`config.mk`:
```
export PLATFORM = sky130hd
export DESIGN_NAME = v3alu_sqrt
export DESIGN_NICKNAME = d
export VERILOG_FILES = /design/src/v3alu_sqrt.sv
export SDC_FILE = /design/constraint.sdc
export NUM_CORES = 2
export LEC_CHECK = 0
export ABC_AREA = 0
export BUFFER_PORTS_ARGS = -buffer_cell sky130_fd_sc_hd__clkbuf_2
export CORE_ASPECT_RATIO = 2
export CORE_MARGIN = 3
export CORE_UTILIZATION = 25
export CTS_CLUSTER_SIZE = 10
export DETAILED_ROUTE_END_ITERATION = 8
export PLACE_DENSITY = 0.43
export SLEW_MARGIN = 0
export SYNTH_ARGS = -nofsm -noshare
export SYNTH_HDL_FRONTEND = slang
export SYNTH_MEMORY_MAX_BITS = 65536
export SYNTH_SLANG_ARGS = --single-unit
```
`constraint.sdc`:
```
create_clock -name clock -period 4.7 [get_ports clock]
set_input_delay 0.47 -clock clock [delete_from_list [all_inputs] [get_ports clock]]
set_output_delay 0.47 -clock clock [all_outputs]
set_load 0.02 [all_outputs]
```
`src/v3alu_sqrt.sv`:
```
// Pipelined square root, one result bit per stage, rounded to nearest at the end.
// Carries a side payload and a valid bit alongside; no package dependencies.
`default_nettype none

module v3alu_sqrt #(
   parameter int WORD_BITS = 32,
   parameter int SIDE_BITS = 1
) (
   input  logic                   clock,
   input  logic                   reset,
   input  logic                   en,
   input  logic                   vld_in,
   input  logic [2*WORD_BITS-1:0] n,
   input  logic [SIDE_BITS-1:0]   side_in,
   output logic                   vld_out,
   output logic [WORD_BITS:0]     len,
   output logic [SIDE_BITS-1:0]   side_out
);

   localparam int W  = WORD_BITS;
   localparam int RB = W + 2;
   localparam int TB = W + 4;

   logic [RB-1:0]        rem_ff  [W];
   logic [W-1:0]         root_ff [W];
   logic [2*W-1:0]       rest_ff [W];
   logic [SIDE_BITS-1:0] side_ff [W+1];
   logic                 vld_ff  [W+1];
   logic [W:0]           len_ff;

   genvar k;
   for (k = 0; k < W; k++) begin : g_step
      logic [RB-1:0]        rem_prev;
      logic [W-1:0]         root_prev;
      logic [2*W-1:0]       rest_prev;
      logic [SIDE_BITS-1:0] side_prev;
      logic                 vld_prev;
      logic [TB-1:0]        cur, trial;

      if (k == 0) begin : g_first
         assign rem_prev  = '0;
         assign root_prev = '0;
         assign rest_prev = n;
         assign side_prev = side_in;
         assign vld_prev  = vld_in;
      end else begin : g_next
         assign rem_prev  = rem_ff[k-1];
         assign root_prev = root_ff[k-1];
         assign rest_prev = rest_ff[k-1];
         assign side_prev = side_ff[k-1];
         assign vld_prev  = vld_ff[k-1];
      end

      assign cur   = {rem_prev, rest_prev[2*W-1:2*W-2]};
      assign trial = {2'b00, root_prev, 2'b01};

      always_ff @(posedge clock) begin
         if (reset) begin
            vld_ff[k] <= 1'b0;
         end else if (en) begin
            vld_ff[k] <= vld_prev;
         end
         if (en) begin
            if (cur >= trial) begin
               rem_ff[k]  <= RB'(cur - trial);
               root_ff[k] <= {root_prev[W-2:0], 1'b1};
            end else begin
               rem_ff[k]  <= cur[RB-1:0];
               root_ff[k] <= {root_prev[W-2:0], 1'b0};
            end
            rest_ff[k] <= {rest_prev[2*W-3:0], 2'b00};
            side_ff[k] <= side_prev;
         end
      end
   end

   // A remainder above the root means the true root is past the halfway point.
   always_ff @(posedge clock) begin
      if (reset) begin
         vld_ff[W] <= 1'b0;
      end else if (en) begin
         vld_ff[W] <= vld_ff[W-1];
      end
      if (en) begin
         side_ff[W] <= side_ff[W-1];
         if (rem_ff[W-1] > {2'b00, root_ff[W-1]}) begin
            len_ff <= {1'b0, root_ff[W-1]} + 1'b1;
         end else begin
            len_ff <= {1'b0, root_ff[W-1]};
         end
      end
   end

   assign vld_out  = vld_ff[W];
   assign len      = len_ff;
   assign side_out = side_ff[W];

endmodule

`default_nettype wire

```
=== Word-level counts from Yosys, hierarchy flattened ===
Memory sizes are Yosys's and may differ from the RTL's.
Index checks and enable logic that the tools add are counted.

* Bits in registers: 33
* Bits in writable memories: 4162
* Input bits: 69
* Output and inout bits: 35
* Memories: 5

{| class="wikitable"
|+ Memories
! name !! words !! width !! read ports !! clocked after memory_dff !! write ports !! line !! text
|-
| rest_ff || 32 || 62 || 31 || 0 || 32 || 26 || <nowiki>logic [2*W-1:0] rest_ff [W];</nowiki>
|-
| rem_ff || 32 || 34 || 32 || 0 || 32 || 24 || <nowiki>logic [RB-1:0] rem_ff [W];</nowiki>
|-
| root_ff || 32 || 32 || 32 || 0 || 32 || 25 || <nowiki>logic [W-1:0] root_ff [W];</nowiki>
|-
| side_ff || 33 || 1 || 33 || 0 || 33 || 27 || <nowiki>logic [SIDE_BITS-1:0] side_ff [W+1];</nowiki>
|-
| vld_ff || 33 || 1 || 33 || 0 || 33 || 28 || <nowiki>logic vld_ff [W+1];</nowiki>
|}

* $add $sub $neg: 33
* Magnitude comparators: 33
* Multiplexer cells: 296
* Bitwise gates (word level): 97

{| class="wikitable"
|+ Operator list
! cell !! number
|-
| $ge 36x34->1 || 31
|-
| $mux 34 || 32
|-
| $mux 32 || 33
|-
| $sub 34x34->34 || 31
|-
| $mux 1 || 231
|-
| $or 1x1->1 || 97
|-
| $gt 34x32->1 || 1
|-
| $add 32x1->33 const B || 1
|-
| $sub 2x1->3 const B || 1
|-
| $ge 2x1->1 const B || 1
|}

=== Logic depth before layout (Yosys ltp) ===
An unclocked memory read counts as a cell.

* Depth in word-level cells: 6
* Gate-level depth with buffers: 15
* Gate-level depth less buffers: 13

=== Least setup slack after synthesis ===
No wires, ideal clock.

* Path type: register to register
* From: memory rem_ff[1][379] (netlist bit)
* To: memory rem_ff[1][420] (netlist bit) (data pin)
* Arrival time: 3.500 ns
* Data required time: 4.554 ns
* Path slack: 1.054 ns
* Cell stages (with the launch flop): 14
* Buffers on the path: 2
* Clock period less this slack: 3.646 ns
* Cell sequence: edfxtp_1 > ha_1 > a21o_1 > a21o_1 > a21oi_1 > nor2_1 > a2111oi_0 > o211ai_1 > a211oi_1 > o21ba_2 > inv_2 > clkbuf_1 > clkbuf_1 > a21oi_1

{| class="wikitable"
|+ RTL lines
! what !! line
|-
| start: declaration || 24
|}

==> results.md <==
- Final hold viol count: 0
- Crit Reg-Reg Startpoint: rem_ff[1][418]
- Fin nets: 10900
- Worst-path cell chain: ha_1, nand4_1, or4_1, nor4_1, buf_4, nor2_1, inv_1, a211oi_4, buf_12, buf_4, o41ai_1
- Antenna-violating nets left: 0
- Worst reg-to-reg setup slack: ~0.00033 ns
- # IOs: between 100 and 150
- Gr ovfl total: 0
- Num CTS Buffers: 312
- Synthesized Nets: 10400
- Pint: 49.1 mW
- Ys async rst share: 0%
- Sequential Area: 79700 sq um
- Post-synthesis instance area: 124000 sq um
- Clk_skew: 0.0842 ns
- VDD IR max: 0.283 mV
- H-tree depth: 5
- Seq pwr share: approximately 46%
- Share of cells above drive strength 1: between 8 and 9%
- Clock Tree Root: clkbuf_16
- Die span in y: 1000 um
- Post-synthesis sequential area ratio: between 60% and 70%
- CTS max path bufs: 4
- Clock slew at reported path FFs: approximately 0.06 ns
- Final setup TNS: 0 ns
- Commonest non-fill, non-tap cell in the layout: edfxtp_1
- Cell leakage power: around 53 nW
- Final period util: 100%
- M1 GR Usage: 8.60%
- Top-area cell type share of the netlist area: 64.1%
- Distinct cell type count after synthesis: 84
- Worst slew pin tran: between 1.5 and 2 ns
- Cell depth of the worst flop-to-flop path: 11
- Met2 usage: between 20% and 30%
- Critical Path Stages: 11
- Gate power share: 23.3%
- Crit path launch type: flop
- DR iter-0 viols: 3397
- Leading register cell type out of synthesis: edfxtp_1
- CP max-delay cell: nor4_1
- Grt peak-use layer: met2
- HP Class: in -> reg
- Avg WL per Cell: 19.6 um
- Hold Crit Endpoint: vld_ff[0]
- Synth warn: 0
- Final wirelength: 332000 um
- Family with the most delay on the worst path: simple AND/OR/NAND/NOR gates
- Via density per instance: 4.50
- Clock share of power: 30.9%
- Total number of vias: 76200
- HP Start: reset
- Row cnt: 365
- Top post-synthesis cells by area: edfxtp_1 64%, ha_1 6.0%, xnor2_1 3.4%
- Place WS: 0.123 ns
- CTS tree: done
- Placer Congestion: 0.956
- Max cap viols: 1
- CP max stage delay: 1.26 ns
- Multi-input logic area: 41100 sq um
- Setup WS post-layout: ~0.00033 ns
- Initial antenna violation count: 13
- Slew Limit Fails: 2
- First-pass DRT Iterations: 5
- Number of synthesized flops with an enable pin: roughly 2700
- First-pass GRT wire length: 489000 um
- Worst Hold Depth: 4
- Core footprint: between 400000 and 500000 sq um
- Net Sw Frac: 30.3%
- Pwr/cell area: approximately 500 nW/um^2
- WP data required: 5.37 ns
- GR Layer Usage met3: 1.46%
- Largest net degree at the start of global routing: 180
- Vias in the first global route: 82600
- Min cycle time layout: between 4 and 5 ns
- Postcts setup bufs: 0
- Gr usage total: 12.7%
- Die area: between 500000 and 600000 sq um
- Cells after Synth: 9702
- Most frequent cells in the layout: 2655 x edfxtp_1, 738 x inv_1, 727 x nand2_1, 598 x ha_1, 559 x nor2_1
- Worst setup path class: reg -> reg
- RSZ-0062 raised after global routing: false
- Register bit total from synthesis: 2656
- DPL Wire Length: ~250000 um
- Outcome: finished with violations
- Starting Density: ~25%
- P_sw: about 21 mW
- TritonCTS Sinks: 2656
- WP data arrival: 5.37 ns
- Setup crit end kind: flop
- Fillers: 49800
- Area growth syn-to-layout: 15.7%
- DRC Markers: 0
- Worst R2R End: rem_ff[1][469]
- Tightest slew margin relative to the limit: -6.71%
- # setup viols final: 0
- Fmax: 213 MHz
- Die width: 505 um
- Worst-skew pair later-pin latency: 0.91 ns
- I/O Buffers: 103
- Syn_area_per_cell: about 13 sq um
- Dominant cell type by area after synthesis: edfxtp_1
- CP Buf/Inv Count: 4
- Crit path top cell by count: buf_4
- Failing checks: capacitance limit, slew limit
- CP max FO: 22
[worst min-delay path, stage by stage]
cell and delay, ns:
clkbuf_2 0.09, nor2b_1 0.04, buf_4 0.20, and2_1 0.18
[state kept, by name, summed over array words and instances (netlist names)]
register	count
rem_ff	1037
rest_ff	992
root_ff	528
len	33
side_ff	33
vld_ff	33
[synth_stat cells, drive strengths merged (18+ instances only)]
library cell	n
or3	93
buf	18
nor4b	27
clkbuf	201
o21bai	55
nand2	727
a211o	18
nand3b	28
ha	598
or2	52
xor2	417
inv	741
o211ai	25
nor3	213
edfxtp	2655
nand2b	124
mux2	75
a21boi	18
nor2	559
and3	58
o31ai	50
o21a	107
a31oi	56
nand3	185
a21oi	549
and2	90
nor2b	73
a21o	278
o21ai	525
xnor2	487
a211oi	40
nor4	138
or4	58
and4	18
nor3b	23
nand4	117
[power groups by stage]
| stage | sequential [mW] | clock [mW] | combinational (mW) |
|---|---|---|---|
| global route | 32.5 | 23.7 | 18.1 |
| detailed placement | 32.7 | 0 | 16.4 |
| finish | 32.2 | 21.8 | 16.4 |
| global placement | 32.7 | 0 | 16.2 |
| floorplan | 31.8 | 0 | 11.3 |
| CTS | 32.2 | 22.9 | 16.5 |
[cells by family (layout without fill, tap and decap cells)]
family	count (synthesis)	after routing	share of synthesized area (%)
flip-flops	2656	2656	64.1
AND/OR/NAND/NOR	2610	2610	10.4
AO/OA/AOI/OAI	1890	1890	9.41
buffers and inverters	960	1534	2.90
XOR/XNOR	904	904	6.37
adder cells (fa/ha/maj)	598	598	6.02
multiplexers	84	84	0.751
other	0	35	0
[final cells by class]
| type | count | share of cell area (%) |
|---|---|---|
| flip-flops and latches | 2656 | 55.4 |
| multi-input cells | 6086 | 28.6 |
| well taps | 6606 | 5.75 |
| clock buffers | 349 | 5.56 |
| repair buffers | 401 | 2.24 |
| inverters | 741 | 1.93 |
| clock inverters | 43 | 0.449 |
| diodes | 35 | 0.0609 |
[how the worst max path moves through the flow]
| stage | startpoint | end | slack [ns] |
|---|---|---|---|
| floorplan | rem_ff[1][379] | rem_ff[1][420] | 1.05 |
| global placement | rem_ff[1][380] | rem_ff[1][439] | 0.04 |
| detailed placement | rem_ff[1][418] | rem_ff[1][460] | 0.12 |
| CTS | rem_ff[1][418] | rem_ff[1][469] | 0.10 |
| global route | root_ff[1][353] | rem_ff[1][441] | 0.11 |
| finish | rem_ff[1][418] | rem_ff[1][469] | 0.0003 |
[metrics by stage]
stage               utilization (%)  instance area, sq um  cells  hold WS, ns  total power, mW
global placement               27.2                134000  16400        0.400             48.9
finish                         29.1                144000  16900        0.246             70.4
floorplan                         -                124000   9702        0.400             43.1
global route                   29.1                144000  16900        0.204             74.3
CTS                            29.1                144000  16900        0.154             71.7
detailed placement             27.2                134000  16400        0.405             49.1
[timing repair]
item | in CTS | in global routing
endpoints found under the setup margin | 0 | 2
hold buffers | 67 | 0
resized for setup | 0 | 2
endpoints found under the hold margin | 82 | 0
[layer usage]
layer  vias to the layer above  share of wire, %  wire, um
li1                      36600                 -         -
met1                     37300                26     85800
met2                      1425                62    205000
met3                       874               2.6      8710
met4                         0               9.8     32500
met5                         -                 0         0
Note: power is estimated with default switching activity, not from simulation.
